File: src/rtl/core/rsi_pkg.sv
`default_nettype none
package rsi_pkg;

    localparam int FRAC_BITS = 16;
    localparam int WW        = 32;
    localparam int LEN_W     = 2 * WW;
    localparam int PROJ_W    = 2 * WW + 2;
    localparam int CQ_W      = 2 * WW + 3;
    localparam int DSC_W     = 2 * PROJ_W;
    localparam int SQ_NW     = DSC_W;
    localparam int SQ_QW     = DSC_W / 2;
    localparam int SQ_RW     = SQ_QW + 3;
    localparam int NUM_W     = SQ_QW + 2;
    localparam int NUM_MW    = NUM_W - 1;
    localparam int DV_NW     = NUM_MW + FRAC_BITS;
    localparam int DV_RW     = LEN_W + 1;
    localparam int MC_AW     = DV_NW;
    localparam int MC_DW     = 16;
    localparam int MC_BW     = 80;
    localparam int MC_PW     = MC_AW + MC_BW;
    localparam int MC_N_DSC  = MC_BW / MC_DW;
    localparam int MC_N_PT   = WW / MC_DW;
    localparam int TERM_W    = DV_NW + WW - FRAC_BITS;
    localparam int SUM_W     = TERM_W + 2;

    localparam logic [WW-1:0] NEG_ONE = ~((WW'(1) << FRAC_BITS) - WW'(1));

    typedef logic signed [WW-1:0] t_word;

    typedef struct packed {
        t_word [2:0]        org;
        t_word [2:0]        dir;
        logic [LEN_W-1:0]   len2;
        logic [PROJ_W-1:0]  proj;
        logic               cq_neg;
        logic               bad;
        logic               hit;
        logic               num_neg;
    } t_side;

    typedef struct packed {
        logic               hit;
        logic               bad;
        logic [WW-1:0]      near_t;
        logic [2:0][WW-1:0] pt;
    } t_res;

    function automatic logic [WW-1:0] sat32(input logic [SUM_W-1:0] v);
        logic [SUM_W-WW:0] top;
        logic [WW-1:0]     res;
        top = v[SUM_W-1:WW-1];
        if (top == '0 || top == '1) begin
            res = v[WW-1:0];
        end else if (v[SUM_W-1]) begin
            res = {1'b1, {(WW-1){1'b0}}};
        end else begin
            res = {1'b0, {(WW-1){1'b1}}};
        end
        return res;
    endfunction

endpackage
`default_nettype wire

File: src/rtl/core/rsi_sqrt_cell.sv
`default_nettype none
module rsi_sqrt_cell (
    input  logic                        i_clk,
    input  logic                        i_rst_n,
    input  logic                        i_en,
    input  logic                        i_valid,
    input  rsi_pkg::t_side              i_side,
    input  logic [rsi_pkg::SQ_NW-1:0]   i_num,
    input  logic [rsi_pkg::SQ_RW-1:0]   i_rem,
    input  logic [rsi_pkg::SQ_QW-1:0]   i_root,
    output logic                        o_valid,
    output rsi_pkg::t_side              o_side,
    output logic [rsi_pkg::SQ_NW-1:0]   o_num,
    output logic [rsi_pkg::SQ_RW-1:0]   o_rem,
    output logic [rsi_pkg::SQ_QW-1:0]   o_root
);
    import rsi_pkg::*;

    logic [SQ_RW-1:0] w_rem2;
    logic [SQ_RW-1:0] w_trial;
    logic             w_ge;
    logic             r_valid;
    t_side            r_side;
    logic [SQ_NW-1:0] r_num;
    logic [SQ_RW-1:0] r_rem;
    logic [SQ_QW-1:0] r_root;

    assign w_rem2  = {i_rem[SQ_RW-3:0], i_num[SQ_NW-1 -: 2]};
    assign w_trial = {1'b0, i_root, 2'b01};
    assign w_ge    = (w_rem2 >= w_trial);

    always_ff @(posedge i_clk) begin
        if (!i_rst_n) begin
            r_valid <= 1'b0;
        end else if (i_en) begin
            r_valid <= i_valid;
        end
    end

    always_ff @(posedge i_clk) begin
        if (i_en) begin
            r_side <= i_side;
            r_num  <= {i_num[SQ_NW-3:0], 2'b00};
            r_rem  <= w_ge ? (w_rem2 - w_trial) : w_rem2;
            r_root <= {i_root[SQ_QW-2:0], w_ge};
        end
    end

    assign o_valid = r_valid;
    assign o_side  = r_side;
    assign o_num   = r_num;
    assign o_rem   = r_rem;
    assign o_root  = r_root;

endmodule
`default_nettype wire

File: config.mk
export PLATFORM = sky130hd
export DESIGN_NAME = rsi_sqrt_cell
export DESIGN_NICKNAME = d
export VERILOG_FILES = /design/src/rtl/core/rsi_pkg.sv /design/src/rtl/core/rsi_sqrt_cell.sv
export SDC_FILE = /design/constraint.sdc
export NUM_CORES = 1
export LEC_CHECK = 0
export BUFFER_PORTS_ARGS = -buffer_cell sky130_fd_sc_hd__buf_2
export CORE_AREA = 5 5 467 469
export CTS_CLUSTER_DIAMETER = 100
export DETAILED_ROUTE_END_ITERATION = 16
export DIE_AREA = 0 0 472 474
export GPL_TIMING_DRIVEN = 0
export MAX_ROUTING_LAYER = met4
export PLACE_DENSITY = 0.32
export SYNTH_ARGS = -nofsm -noshare
export SYNTH_HDL_FRONTEND = slang
export SYNTH_SLANG_ARGS = --single-unit
File: constraint.sdc
create_clock -name i_clk -period 8.83 [get_ports i_clk]
set_input_delay 0.883 -clock i_clk [delete_from_list [all_inputs] [get_ports i_clk]]
set_output_delay 0.883 -clock i_clk [all_outputs]
set_load 0.02 [all_outputs]
==> qor.yml <==
floorplan:
  rows: 170
  io-pin-count: 1191
  initial_utilization: 0.108
  die_h_um: 474
  core_um2: 214000
  die-area_um2: 224000
  die_width_um: 472
timing:
  finalCriticalPeriod_ps: 4800
  layout_setup_ws_ps: 4030
  rsz0062_at_grt: "no"
  setup_violations: 0
  tightestPinTransition_ps: 1180
  fmax_mhz: 208
  slew_headroom: 0.200
  final-max-slew-violation-count: 0
  fin_worst_skew_ps: 0
  hold_viol_final: 0
  whs_ps: 330
  fin_crit_sh: 0.543
pwr:
  power_density_nw_per_um2: 237
  peakVddDrop_mv: 0.133
  power.leakage_nw: 14.5
drt:
  routed_wl_um: 163000
  drt-initial-drc-count: 994
  ant_nets: 0
  drt_first_pass_iters: 5
  wl_per_cell_um: 28.6
  drc: 0
  vias: 18500
  via_per_inst: 3.24
clock_tree:
  postCtsResizedCells: 0
  cts_max_level: 3
  clk_latency_ps: 690
  tritoncts: "built"
  hold_buffers: 0
  cts_inserted_buffers: 87
  cts_root_buf: "clkbuf_16"
  cts_buffer_depth: 3
  clock-sinks: 592
  path_clk_slew_ps: 60
  cts_setup_buffers: 0
critical_path:
  cpMostUsedCell: "a21oi_1"
  cp_data_required_time_ps: 9200
  ff2ff_setup_slack_ps: 8240
  cp_cell_sequence: "buf_2 > inv_1 > ha_1 > o211ai_1 > o21ai_2 > o21ai_1 > a21oi_1 > a21oi_2 > o31ai_4 > a41oi_2 > o21a_1 > inv_2 > clkbuf_1 > a21oi_1"
  criticalPathCategory: "in2reg"
  path_buf_inv: 4
  r2r-start: "o_valid$_SDFFE_PN0P_"
  crit_arrival_ps: 5160
  crit_start: "i_root[1]"
  cp_slowest_cell: "clkbuf_1"
  end_kind: "flip-flop"
  cpPeakStageDelay_ps: 850
  crit_family: "compound AO/OA/AOI/OAI gates"
  worstPathMaxFanout: 10
  cp-start-kind: "input port"
placed_design:
  placed_cell_area_um2: 32800
  portBuffers: 1186
  routabilityCongestion: 0.836
  dp_cells: 5485
  dp_hpwl_um: 139000
  place_ws_ps: 2860
synthesis:
  syn_area_per_cell_um2: 15.9
  syn-cell-area_um2: 23100
  yosysTopAreaCell: "edfxtp_1"
  synth_cell_type_count: 71
  yosys.area.top_type_share: 0.768
  synth_cells: 1454
  ys_top_cells_by_area: "edfxtp_1, ha_1, a21oi_1"
  synth_edf_count: 591
  async_flop_share: 0
  synth_top_flop_cell: "edfxtp_1"
  synth-seq-cells: 592
  ys_seq_area_frac: 0.769
  yosysWarnings: 0
layout:
  nets: 3401
  most-common-layout-cells: "buf_2, edfxtp_1, a21oi_1"
  mostFrequentLayoutCell: "buf_2"
  stdcell_count: 5697
  drive_above_1_share: 0.494
  fin_area_um2: 35800
  area.growth.synth_to_final_pct: 55.0
global_routing:
  globalRouteOverflowTotal: 0
  grt_pass1_wl_um: 201000
  antenna_found_initial: 135
  grt_use_total: 0.142
  grt_pass1_vias: 19100
  grt_start_max_net_pins: 112
flow_run:
  cap_viol_max_count: 0
hold_path:
  hp-class: "in2reg"
  holdCritStartpoint: "i_side[197]"
outcome:
  status: "finished clean"
-- synth_stat cells, drive strengths merged, types with 3 or more instances --
library cell and instances:
a211oi 9, a21o 27, a21oi 132, a221oi 3
a31oi 7, and2 7, and3 6, buf 27
clkbuf 25, edfxtp 591, ha 68, inv 85
mux2 7, mux2i 6, nand2 82, nand2b 9
nand3 15, nand3b 3, nand4 28, nor2 88
nor2b 5, nor3 14, nor4 6, o2111ai 5
o211ai 7, o21a 9, o21ai 57, o21bai 21
o221ai 3, o31ai 11, or3 7, xnor2 37
xor2 23
-- registers in the layout (all words and copies together) (netlist names) --
name     cells
o_num      130
o_rem       69
o_root      66
o_side     326
o_valid      1
-- layer usage --
layer	GRT usage	part of all wire
met5	-	0
met4	0.0441	0.037
met3	0.0580	0.089
met2	0.273	0.55
met1	0.127	0.33
-- power by group --
| part | switching (mW) | internal [mW] |
|---|---|---|
| Clock | 1.54 | 2.04 |
| Sequential | 0.0676 | 3.39 |
| Combinational | 1.05 | 0.427 |
| Total | 2.66 | 5.85 |
-- worst paths after layout --
check | end | cells after the start
worst max-delay path | o_rem[5]$_DFFE_PP_ | 14
worst max register to register | o_valid$_SDFFE_PN0P_ | 2
worst min-delay path | o_side[197]$_DFFE_PP_ | 1
worst min register to register | o_valid$_SDFFE_PN0P_ | 2
-- area by class of cell --
cell class / count / area [um^2]
fill: 23800 / 178000
sequential: 592 / 17800
timing repair buffer: 1192 / 6110
multi-input combinational: 726 / 4790
tap: 2838 / 3550
clock buffer: 98 / 2230
clock inverter: 63 / 701
inverter: 85 / 319
buffer: 52 / 244
antenna: 51 / 128
-- cell families (layout without fill, tap and decap cells) --
kind of cell             count (synthesis)  after routing  synth area share
AO/OA/AOI/OAI                          306            306            0.0847
XOR/XNOR                                60             60            0.0227
adder cells (fa/ha/maj)                 68             68            0.0368
buffers and inverters                  137           1490            0.0244
flip-flops                             592            592             0.769
multiplexers                            13             13           0.00617
other                                    1             53          0.000162
AND/OR/NAND/NOR                        277            277            0.0564
-- through the flow --
step	TNS (ps)	power, mW	util
6_report	0	8.50	0.168
5_1_grt	0	8.90	0.168
4_1_cts	0	8.76	0.167
3_5_place_dp	0	5.05	0.153
3_3_place_gp	-2385600	5.11	0.153
2_1_floorplan	0	4.17	-
-- worst reg2reg max path: cells and delay by family (launching register included) --
family	cells	cell delay, ps
flops	1	310
simple gates	1	60
mux	1	120
No activity file was read; power rests on OpenSTA's default activity.
