===== src/rtl/core/rsi_pkg.sv =====
`default_nettype none
package rsi_pkg;

    localparam int FRAC_BITS = 16;
    localparam int WW        = 32;
    localparam int LEN_W     = 2 * WW;
    localparam int PROJ_W    = 2 * WW + 2;
    localparam int CQ_W      = 2 * WW + 3;
    localparam int DSC_W     = 2 * PROJ_W;
    localparam int SQ_NW     = DSC_W;
    localparam int SQ_QW     = DSC_W / 2;
    localparam int SQ_RW     = SQ_QW + 3;
    localparam int NUM_W     = SQ_QW + 2;
    localparam int NUM_MW    = NUM_W - 1;
    localparam int DV_NW     = NUM_MW + FRAC_BITS;
    localparam int DV_RW     = LEN_W + 1;
    localparam int MC_AW     = DV_NW;
    localparam int MC_DW     = 16;
    localparam int MC_BW     = 80;
    localparam int MC_PW     = MC_AW + MC_BW;
    localparam int MC_N_DSC  = MC_BW / MC_DW;
    localparam int MC_N_PT   = WW / MC_DW;
    localparam int TERM_W    = DV_NW + WW - FRAC_BITS;
    localparam int SUM_W     = TERM_W + 2;

    localparam logic [WW-1:0] NEG_ONE = ~((WW'(1) << FRAC_BITS) - WW'(1));

    typedef logic signed [WW-1:0] t_word;

    typedef struct packed {
        t_word [2:0]        org;
        t_word [2:0]        dir;
        logic [LEN_W-1:0]   len2;
        logic [PROJ_W-1:0]  proj;
        logic               cq_neg;
        logic               bad;
        logic               hit;
        logic               num_neg;
    } t_side;

    typedef struct packed {
        logic               hit;
        logic               bad;
        logic [WW-1:0]      near_t;
        logic [2:0][WW-1:0] pt;
    } t_res;

    function automatic logic [WW-1:0] sat32(input logic [SUM_W-1:0] v);
        logic [SUM_W-WW:0] top;
        logic [WW-1:0]     res;
        top = v[SUM_W-1:WW-1];
        if (top == '0 || top == '1) begin
            res = v[WW-1:0];
        end else if (v[SUM_W-1]) begin
            res = {1'b1, {(WW-1){1'b0}}};
        end else begin
            res = {1'b0, {(WW-1){1'b1}}};
        end
        return res;
    endfunction

endpackage
`default_nettype wire


===== src/rtl/core/rsi_mul_cell.sv =====
`default_nettype none
module rsi_mul_cell (
    input  logic                        i_clk,
    input  logic                        i_rst_n,
    input  logic                        i_en,
    input  logic                        i_valid,
    input  rsi_pkg::t_side              i_side,
    input  logic [rsi_pkg::MC_AW-1:0]   i_a,
    input  logic [rsi_pkg::MC_BW-1:0]   i_b,
    input  logic [rsi_pkg::MC_PW-1:0]   i_acc,
    output logic                        o_valid,
    output rsi_pkg::t_side              o_side,
    output logic [rsi_pkg::MC_AW-1:0]   o_a,
    output logic [rsi_pkg::MC_BW-1:0]   o_b,
    output logic [rsi_pkg::MC_PW-1:0]   o_acc
);
    import rsi_pkg::*;

    logic [MC_AW+MC_DW-1:0] w_pp;
    logic [MC_PW-1:0]       n_acc;
    logic                   r_valid;
    t_side                  r_side;
    logic [MC_AW-1:0]       r_a;
    logic [MC_BW-1:0]       r_b;
    logic [MC_PW-1:0]       r_acc;

    // msb digit first: shift partial sum up, add next digit product
    assign w_pp  = (MC_AW+MC_DW)'(i_a) * (MC_AW+MC_DW)'(i_b[MC_BW-1 -: MC_DW]);
    assign n_acc = {i_acc[MC_PW-MC_DW-1:0], {MC_DW{1'b0}}} + MC_PW'(w_pp);

    always_ff @(posedge i_clk) begin
        if (!i_rst_n) begin
            r_valid <= 1'b0;
        end else if (i_en) begin
            r_valid <= i_valid;
        end
    end

    always_ff @(posedge i_clk) begin
        if (i_en) begin
            r_side <= i_side;
            r_a    <= i_a;
            r_b    <= {i_b[MC_BW-MC_DW-1:0], {MC_DW{1'b0}}};
            r_acc  <= n_acc;
        end
    end

    assign o_valid = r_valid;
    assign o_side  = r_side;
    assign o_a     = r_a;
    assign o_b     = r_b;
    assign o_acc   = r_acc;

endmodule
`default_nettype wire


===== config.mk =====
export PLATFORM = sky130hd
export DESIGN_NAME = rsi_mul_cell
export DESIGN_NICKNAME = d
export VERILOG_FILES = /design/src/rtl/core/rsi_pkg.sv /design/src/rtl/core/rsi_mul_cell.sv
export SDC_FILE = /design/constraint.sdc
export NUM_CORES = 2
export LEC_CHECK = 0
export BUFFER_PORTS_ARGS = -buffer_cell sky130_fd_sc_hd__buf_4
export CELL_PAD_IN_SITES_DETAIL_PLACEMENT = 0
export CELL_PAD_IN_SITES_GLOBAL_PLACEMENT = 1
export CORE_AREA = 2 2 504 506
export DETAILED_ROUTE_END_ITERATION = 8
export DIE_AREA = 0 0 506 508
export HOLD_SLACK_MARGIN = 0.02
export PLACE_DENSITY = 0.51
export SYNTH_ARGS = -nofsm -noshare
export SYNTH_HDL_FRONTEND = slang
export SYNTH_SLANG_ARGS = --single-unit

===== constraint.sdc =====
create_clock -name i_clk -period 9.3 [get_ports i_clk]
set_input_delay 1.395 -clock i_clk [delete_from_list [all_inputs] [get_ports i_clk]]
set_output_delay 1.395 -clock i_clk [all_outputs]
set_load 0.005 [all_outputs]

==> summary.txt <==
GRT
  – Vias in the first global route: between 50000 and 60000
  – First-pass GRT wire length: ~460000 µm
  – Largest net degree at the start of global routing: ~130
  – Initial antenna violation count: between 100 and 150
  – Total congestion overflow: 0
  – Total Routing Usage GR: between 20% and 30%

Routing
  – Wire per inst: slightly above 30 µm
  – Post-route DRC: 0
  – Final WL: 344000 µm
  – Via density: between 4 and 5
  – Total number of vias: about 50000
  – First-pass DRT Iterations: 7
  – Final ANT Viol Nets: 0
  – DR iter-0 viols: 3845

Die
  – Core Area: 252000 µm²
  – Die height: around 510 µm
  – Die Width: 506 µm
  – Io pins: roughly 1300
  – Rows: between 150 and 200
  – Die Area: 257000 µm²
  – Starting density of the core: 25.7%

Layout
  – Area grow syn2layout: 28.4%
  – Final net count: just under 10000
  – Share of cells above drive strength 1: between 20% and 30%
  – Finished Layout Cells: approximately 11000

Synth
  – Top_reg_cell synth: edfxtp_1
  – Number of synthesized flops with an enable pin: between 600 and 700
  – Largest cells by area after synthesis: fa_1, edfxtp_1, inv_1
  – Ys async rst share: 0%
  – Top cell type's share of synthesized area: 37.5%
  – Synth unique cells: 75
  – Synth Cell Area: 64900 µm²
  – Post-Synthesis Cells: between 6000 and 7000
  – Sequential share of the synthesized area: between 20% and 30%
  – Synthesized area per cell: around 10 µm²
  – #FFs+latches synth: between 600 and 700
  – Leading area contributor after synthesis: fa_1
  – Synth Warn #: 0

Job
  – Max-cap check violation count: 0

Hold path
  – HP Class: reg -> reg

Critical path
  – Crit. End Element: flop
  – CP Max Fanout: 31
  – CP dominant cell by count: fa_1
  – Crit path max-delay cell type: or4b_4
  – Max stage delay on crit path: between 600 and 700 ps
  – Startpoint Class: primary input
  – Worst reg2reg setup slack: 8690 ps
  – Setup CP Type: in -> reg
  – CP bufs+invs: 8
  – Worst endpoint required time: 9750 ps
  – Crit-path leading delay family: adder cells
  – Worst Path Arrival: roughly 9100 ps

Placed design
  – Placed Cells: about 11000
  – Port Buffer Count: between 1000 and 1500
  – RePlAce Congestion: ~1.0
  – DPL Wire Length: roughly 290000 µm

CTS
  – TritonCTS clock tree: yes
  – Post-CTS sizing: 0
  – Htree depth: 3
  – CTS Buf Count: 87
  – Clock Latency Late Sink: 740 ps
  – Clock-pin slew on the worst setup and hold paths: approximately 60 ps
  – Hold_buf cts: 0
  – CTS sink cnt: approximately 640
  – Worst-case clock buffer depth: 3
  – Setup Fix Bufs, Post-CTS: 0
  – Root buffer cell: clkbuf_16

Timing
  – Slew Viols, Final: 0
  – Final setup violation count: 0
  – Final period util: between 90% and 100%
  – RSZ-0062 raised after global routing: no
  – Minimum clock period after layout: about 8600 ps
  – Setup Skew: 0 ps
  – Actual slew at the worst max-slew pin: roughly 1100 ps
  – Final hold viol count: 0
  – Max-slew headroom: just under 30%
  – Fmax: roughly 0.12 GHz

Run status
  – Status: finished, final reports clean
synthesized netlist by cell type, types with 3 or more instances:
master and n:
edfxtp_1 636, a31oi_1 9, or4_1 3, a21oi_1 148, xor2_1 45, and3_1 16, nand3_1 48, nor4_1 10
o221ai_1 7, a211oi_1 4, nor3_1 35, a21oi_2 3, nor2b_1 8, clkbuf_1 278, buf_4 18, o21ai_1 13
or3_1 9, nand4_1 69, a221oi_1 5, and2_1 390, fa_1 1215, o21a_1 10, o21ai_0 65, and4_1 7
nand2b_1 9, a21o_1 49, nand2_1 1067, inv_1 1523, buf_2 4, a211o_1 3, o21bai_1 30, o211ai_1 8
or2_2 3, o31ai_1 6, nor2_1 109, a21boi_0 4, a221o_1 5, xnor2_1 110, ha_1 187
path summary, 6_finish.rpt:
path / startpoint / to / depth (start not counted)
worst min register to register: o_valid / o_valid / 2
worst max register to register: o_valid / o_valid / 2
worst min-delay path: o_valid / o_valid / 2
worst max-delay path: i_b[66] / o_acc[99] / 26
flip-flops by register name (all words and copies together) (netlist names):
| register | count |
|---|---|
| o_b | 64 |
| o_acc | 163 |
| o_a | 83 |
| o_side | 326 |
| o_valid | 1 |
logic make-up after synthesis:
| group | share of synthesized area, % |
|---|---|
| buffers and inverters | 10.7 |
| AND/OR/NAND/NOR | 12.7 |
| adder cells (fa/ha/maj) | 41.1 |
| flip-flops | 29.5 |
| AO/OA/AOI/OAI | 3.87 |
| XOR/XNOR | 2.09 |
| multiplexers | 0.0656 |
| other | 0.00578 |
worst reg2reg max path, cell delays in order, from the launching register on:
cell and delay, ps:
dfxtp_1 320, mux2i_1 130, nor2b_1 60
cell type report:
class | count | area (µm²)
Clock inverter | 56 | 566
Timing Repair Buffer | 1553 | 12100
Fill cell | 26300 | 169000
Clock buffer | 103 | 2240
Multi-Input combinational cell | 3765 | 38900
Sequential cell | 637 | 19100
Antenna cell | 202 | 505
Tap cell | 3366 | 4210
Inverter | 1523 | 5720
per-stage QoR:
stage | hold slack (ps) | util, % | setup TNS [ps] | setup WS, ps | cell area (µm²)
3_3_place_gp | 517 | 31.7 | 0 | 37.5 | 80000
4_1_cts | 550 | 32.8 | 0 | 794 | 82800
2_1_floorplan | 507 | - | 0 | 1170 | 64900
3_5_place_dp | 529 | 31.7 | -1.52 | -1.52 | 80000
5_1_grt | 589 | 33.0 | 0 | 486 | 83100
6_report | 553 | 33.0 | 0 | 679 | 83300
routing by layer:
metal	routed length (µm)	vias to the layer above	track usage (%)	share of wire, %
met5	117	-	0	0.034
met1	140000	26600	33.2	41
met2	160000	1894	42.4	47
li1	-	21500	-	-
met4	18200	18	12.4	5.3
met3	25100	384	6.86	7.3
placed cells by master, fill, tap and decap left out, types with 17 or more instances in the layout:
cell type,n
nor3_1,35
xor2_1,45
nand3_1,48
clkinv_1,17
fa_1,1215
a21oi_1,148
and2_1,390
o21bai_1,30
nor2_1,109
nand2_1,1067
xnor2_1,110
a21o_1,49
diode_2,202
inv_1,1523
ha_1,187
edfxtp_1,636
clkbuf_16,87
buf_12,31
buf_4,1521
nand4_1,69
o21ai_0,65
Power is left out: the tool's default activity adds up to more than one toggle a clock period on the data nets, which glitch-free logic cannot reach.
