**config.mk**
```make
export PLATFORM = sky130hd
export DESIGN_NAME = rsi_div_cell
export DESIGN_NICKNAME = d
export VERILOG_FILES = /design/src/rtl/core/rsi_pkg.sv /design/src/rtl/core/rsi_div_cell.sv
export SDC_FILE = /design/constraint.sdc
export NUM_CORES = 1
export LEC_CHECK = 0
export BUFFER_PORTS_ARGS = -buffer_cell sky130_fd_sc_hd__buf_2
export CAP_MARGIN = 25
export CORE_AREA = 10 10 425 427
export DETAILED_ROUTE_END_ITERATION = 10
export DIE_AREA = 0 0 435 437
export PLACE_DENSITY = 0.3
export SLEW_MARGIN = 10
export SYNTH_ARGS = -nofsm -noshare
export SYNTH_HDL_FRONTEND = slang
export SYNTH_SLANG_ARGS = --single-unit
```
**constraint.sdc**
```tcl
create_clock -name i_clk -period 4.6 [get_ports i_clk]
set_input_delay 0.92 -clock i_clk [delete_from_list [all_inputs] [get_ports i_clk]]
set_output_delay 0.92 -clock i_clk [all_outputs]
set_load 0.05 [all_outputs]
```
**src/rtl/core/rsi_pkg.sv**
```systemverilog
`default_nettype none
package rsi_pkg;

    localparam int FRAC_BITS = 16;
    localparam int WW        = 32;
    localparam int LEN_W     = 2 * WW;
    localparam int PROJ_W    = 2 * WW + 2;
    localparam int CQ_W      = 2 * WW + 3;
    localparam int DSC_W     = 2 * PROJ_W;
    localparam int SQ_NW     = DSC_W;
    localparam int SQ_QW     = DSC_W / 2;
    localparam int SQ_RW     = SQ_QW + 3;
    localparam int NUM_W     = SQ_QW + 2;
    localparam int NUM_MW    = NUM_W - 1;
    localparam int DV_NW     = NUM_MW + FRAC_BITS;
    localparam int DV_RW     = LEN_W + 1;
    localparam int MC_AW     = DV_NW;
    localparam int MC_DW     = 16;
    localparam int MC_BW     = 80;
    localparam int MC_PW     = MC_AW + MC_BW;
    localparam int MC_N_DSC  = MC_BW / MC_DW;
    localparam int MC_N_PT   = WW / MC_DW;
    localparam int TERM_W    = DV_NW + WW - FRAC_BITS;
    localparam int SUM_W     = TERM_W + 2;

    localparam logic [WW-1:0] NEG_ONE = ~((WW'(1) << FRAC_BITS) - WW'(1));

    typedef logic signed [WW-1:0] t_word;

    typedef struct packed {
        t_word [2:0]        org;
        t_word [2:0]        dir;
        logic [LEN_W-1:0]   len2;
        logic [PROJ_W-1:0]  proj;
        logic               cq_neg;
        logic               bad;
        logic               hit;
        logic               num_neg;
    } t_side;

    typedef struct packed {
        logic               hit;
        logic               bad;
        logic [WW-1:0]      near_t;
        logic [2:0][WW-1:0] pt;
    } t_res;

    function automatic logic [WW-1:0] sat32(input logic [SUM_W-1:0] v);
        logic [SUM_W-WW:0] top;
        logic [WW-1:0]     res;
        top = v[SUM_W-1:WW-1];
        if (top == '0 || top == '1) begin
            res = v[WW-1:0];
        end else if (v[SUM_W-1]) begin
            res = {1'b1, {(WW-1){1'b0}}};
        end else begin
            res = {1'b0, {(WW-1){1'b1}}};
        end
        return res;
    endfunction

endpackage
`default_nettype wire

```
**src/rtl/core/rsi_div_cell.sv**
```systemverilog
`default_nettype none
module rsi_div_cell (
    input  logic                        i_clk,
    input  logic                        i_rst_n,
    input  logic                        i_en,
    input  logic                        i_valid,
    input  rsi_pkg::t_side              i_side,
    input  logic [rsi_pkg::DV_NW-1:0]   i_num,
    input  logic [rsi_pkg::DV_RW-1:0]   i_rem,
    input  logic [rsi_pkg::DV_NW-1:0]   i_quo,
    output logic                        o_valid,
    output rsi_pkg::t_side              o_side,
    output logic [rsi_pkg::DV_NW-1:0]   o_num,
    output logic [rsi_pkg::DV_RW-1:0]   o_rem,
    output logic [rsi_pkg::DV_NW-1:0]   o_quo
);
    import rsi_pkg::*;

    logic [DV_RW-1:0] w_rem2;
    logic [DV_RW-1:0] w_dvs;
    logic             w_ge;
    logic             r_valid;
    t_side            r_side;
    logic [DV_NW-1:0] r_num;
    logic [DV_RW-1:0] r_rem;
    logic [DV_NW-1:0] r_quo;

    // divisor is |d|^2, carried with the word
    assign w_rem2 = {i_rem[DV_RW-2:0], i_num[DV_NW-1]};
    assign w_dvs  = {1'b0, i_side.len2};
    assign w_ge   = (w_rem2 >= w_dvs);

    always_ff @(posedge i_clk) begin
        if (!i_rst_n) begin
            r_valid <= 1'b0;
        end else if (i_en) begin
            r_valid <= i_valid;
        end
    end

    always_ff @(posedge i_clk) begin
        if (i_en) begin
            r_side <= i_side;
            r_num  <= {i_num[DV_NW-2:0], 1'b0};
            r_rem  <= w_ge ? (w_rem2 - w_dvs) : w_rem2;
            r_quo  <= {i_quo[DV_NW-2:0], w_ge};
        end
    end

    assign o_valid = r_valid;
    assign o_side  = r_side;
    assign o_num   = r_num;
    assign o_rem   = r_rem;
    assign o_quo   = r_quo;

endmodule
`default_nettype wire

```
==> results.sh <==
export IMPL_yosysWarnings=0
export IMPL_seq_area_frac_synth_pct=76.33
export IMPL_p_per_area_nw_per_um2=466.7
export IMPL_synth_compound_area_share_pct=8.410
export IMPL_crit_arrival_ns=4.18
export IMPL_drv_slew=0
export IMPL_clk_path_buf_depth=3
export IMPL_area_growth_syn_to_layout_pct=51.27
export IMPL_dr_pass1_iters=5
export IMPL_portBuffers=1115
export IMPL_drc=0
export IMPL_viasPerCell=3.400
export IMPL_grtUsageTotal_pct=12.88
export IMPL_path_class="in -> reg"
export IMPL_outcome="finished, final reports clean"
export IMPL_final_hold_viol_count=0
export IMPL_synthArstFlopShare_pct=0
export IMPL_die_area_um2=190100
export IMPL_min_period_ns=3.660
export IMPL_rrSetupSlack_ns=3.92
export IMPL_maxCapViolCount=0
export IMPL_wl_per_cell_um=25.97
export IMPL_placed_area_um2=30750
export IMPL_core_um2=171400
export IMPL_postCtsSetupBuffers=0
export IMPL_worst_clock_skew_ns=0
export IMPL_hp_start="i_side[23]"
export IMPL_reg2reg_depth=2
export IMPL_htreeDepth=3
export IMPL_synth_area_leaders="edfxtp_1 76%, ha_1 3.7%, a21oi_1 3.0%"
export IMPL_ir_drop_mv=0.2368
export IMPL_crit_family="compound AO/OA/AOI/OAI gates"
export IMPL_synth_edf_count=556
export IMPL_p_leak_nw=13.68
export IMPL_hp_class="in -> reg"
export IMPL_synthMuxAreaShare_pct=0.5942
export IMPL_place_inst=4825
export IMPL_ant_nets=0
export IMPL_initial_core_util_pct=12.78
export IMPL_syn_area_um2=21900
export IMPL_crit_path_end_kind="register"
export IMPL_cp_start_kind="input pin"
export IMPL_synth_top_family_by_area="compound AO/OA/AOI/OAI gates"
export IMPL_wl_um=129200
export IMPL_fp_dieW_um=435
export IMPL_r2r_start="o_valid"
export IMPL_finalCritPeriodShare_pct=79.56
export IMPL_boundaryPins=1119
export IMPL_antenna_found_initial=83
export IMPL_max_stage_delay_ns=0.53
export IMPL_rsz0062_at_grt="false"
export IMPL_cts_tree="built"
export IMPL_synth_seq_cells=557
export IMPL_syn_inst=1376
export IMPL_yosysTopAreaCell="edfxtp_1"
export IMPL_yosys_area_share_simple_pct=6.096
export IMPL_grt_ovfl_total=0
export IMPL_synth_net_count=2002
export IMPL_fin_cells=4975
export IMPL_crit_required_ns=5.12
export IMPL_slew_headroom_pct=44.39
export IMPL_gp_congestion=0.8065
export IMPL_cpMostUsedCell="o211ai_1"
export IMPL_min_path_cells=1
export IMPL_tightest_slew_ns=0.8341
export IMPL_cts_root_buf="clkbuf_16"
export IMPL_fmax_mhz=273.2
export IMPL_die_h_um=437
export IMPL_cts_sinks=557
export IMPL_synth_area_per_cell_um2=15.91
export IMPL_clk_latency_ns=0.67
export IMPL_drive_gt1_share_pct=49.92
export IMPL_grt_pass1_wl_um=167500
export IMPL_finalSetupViolations=0
export IMPL_cts_hold_fix_buffers=0
export IMPL_startpoint="i_side[70]"
export IMPL_synth_fa_ha_area_share_pct=3.748
export IMPL_dr_first_iter_drc_count=958
export IMPL_path_buf_inv=2
export IMPL_grt_max_degree=79
export IMPL_vias=16920
export IMPL_synth_top_cell_area_share_pct=76.24
export IMPL_synthFlopType="edfxtp_1"
export IMPL_synth_xor_area_share_pct=2.160
export IMPL_final_cell_area_um2=33130
export IMPL_grt_pass1_vias=17520
export IMPL_hpwl_um=110500
export IMPL_yosysUniqueCellTypes=74
export IMPL_path_clk_slew_ns=0.06
export IMPL_path_cells="buf_2, ha_1, fa_1, nor2b_1, o211ai_1, a21oi_1, o21ai_0, o211ai_1, buf_12, a31oi_2, o21ai_2, a2111oi_0, or3b_2, a21oi_2"
export IMPL_placementRows=152
export IMPL_fin_nets=3218
export IMPL_cts_resized=0
export IMPL_cp_max_fo=5
export IMPL_tritoncts_num_buffers=75
export IMPL_slowest_stage="or3b_2"
export IMPL_reg2reg_to="o_valid"
export IMPL_whs_endpoint="o_side[23]"
## cell usage after synthesis, drive strengths merged, types with 2 or more instances
library cell  instances
nor2                103
a41o                  2
o2bb2ai               2
or4                   4
o21a                 12
nor3b                 4
nor3                 10
o22ai                 3
nand4b                3
o311ai                2
nand2                60
o21bai               12
nand2b               10
a31oi                 9
o221ai                5
or2                   3
o31a                  4
a21boi                5
a21o                 33
xor2                 25
xnor2                29
nand4                26
or3                   7
nor2b                 7
o31ai                 3
ha                   64
a211oi                3
o21ai                41
mux2                  6
edfxtp              556
o211ai                6
o2111ai               2
nor4                  7
and2                  5
inv                  75
buf                  30
and3                  6
clkbuf               18
a2111oi               3
a211o                 2
a21oi               142
mux2i                 4
nand3                13
## worst register-to-register path: stages (launching register included)
cell and delay [ns]:
dfxtp_1 0.41, mux2i_1 0.10, nor2b_1 0.11
## registers in the layout (all words and copies together), names as in the netlist
register / flops
o_num: 82
o_rem: 65
o_quo: 83
o_side: 326
o_valid: 1
## layer usage
metal	track usage, %	up-vias	share of wire (%)
met2	26.64	730	58
met5	0	-	0.21
met1	11.75	8220	32
li1	-	7695	-
met4	2.681	40	2.3
met3	4.595	230	7.1
## logic make-up after synthesis
group	Yosys count
adder cells (fa/ha/maj)	65
multiplexers	10
AND/OR/NAND/NOR	273
other	1
flip-flops	557
AO/OA/AOI/OAI	293
buffers and inverters	123
XOR/XNOR	54
## through the flow
step                setup WS, ns  hold slack, ns  util, %  power (mW)  setup TNS, ns
finish                    0.9400          0.4117    19.33       15.46              0
detailed placement        0.1915          0.5838    17.95       10.00              0
global route              0.8128          0.3432    19.31       16.13              0
floorplan                  1.066          0.7429        -       8.554              0
CTS                       0.9332          0.3151    19.31       15.83              0
global placement         -0.2454          0.5930    17.94       10.02        -0.9582
## power by group
| part | switching [mW] | leakage [nW] | total, mW | internal (mW) |
|---|---|---|---|---|
| Clock | 2.42 | 1.13 | 5.65 | 3.24 |
| Sequential | 0.111 | 5.45 | 6.22 | 6.11 |
| Combinational | 2.75 | 7.10 | 3.58 | 0.838 |
## how the worst max path moves through the flow
stage	to	cells after the start
floorplan	o_rem[29]	13
global placement	o_rem[60]	13
detailed placement	o_rem[60]	14
CTS	o_rem[60]	14
global route	o_rem[60]	14
finish	o_rem[60]	14
## area by class of cell
cell class / count / area [um^2]
fill: 18880 / 138200
sequential: 557 / 16720
tap: 2310 / 2890
timing repair buffer: 1187 / 6254
multi-input combinational: 696 / 4604
clock inverter: 40 / 361.6
antenna: 13 / 32.53
clock buffer: 97 / 1981
inverter: 75 / 286.5
## layout by cell type, fill, tap and decap left out, types with 13 or more instances in the layout
cell type     n
buf_2      1115
edfxtp_1    556
a21oi_1     132
nor2_1       96
clkbuf_16    76
inv_1        74
ha_1         64
buf_4        61
nand2_1      60
a21o_1       33
o21ai_0      33
xnor2_1      29
nand4_1      26
xor2_1       25
clkbuf_1     21
clkinv_1     14
diode_2      13
Power figures use the tool's default switching activity.
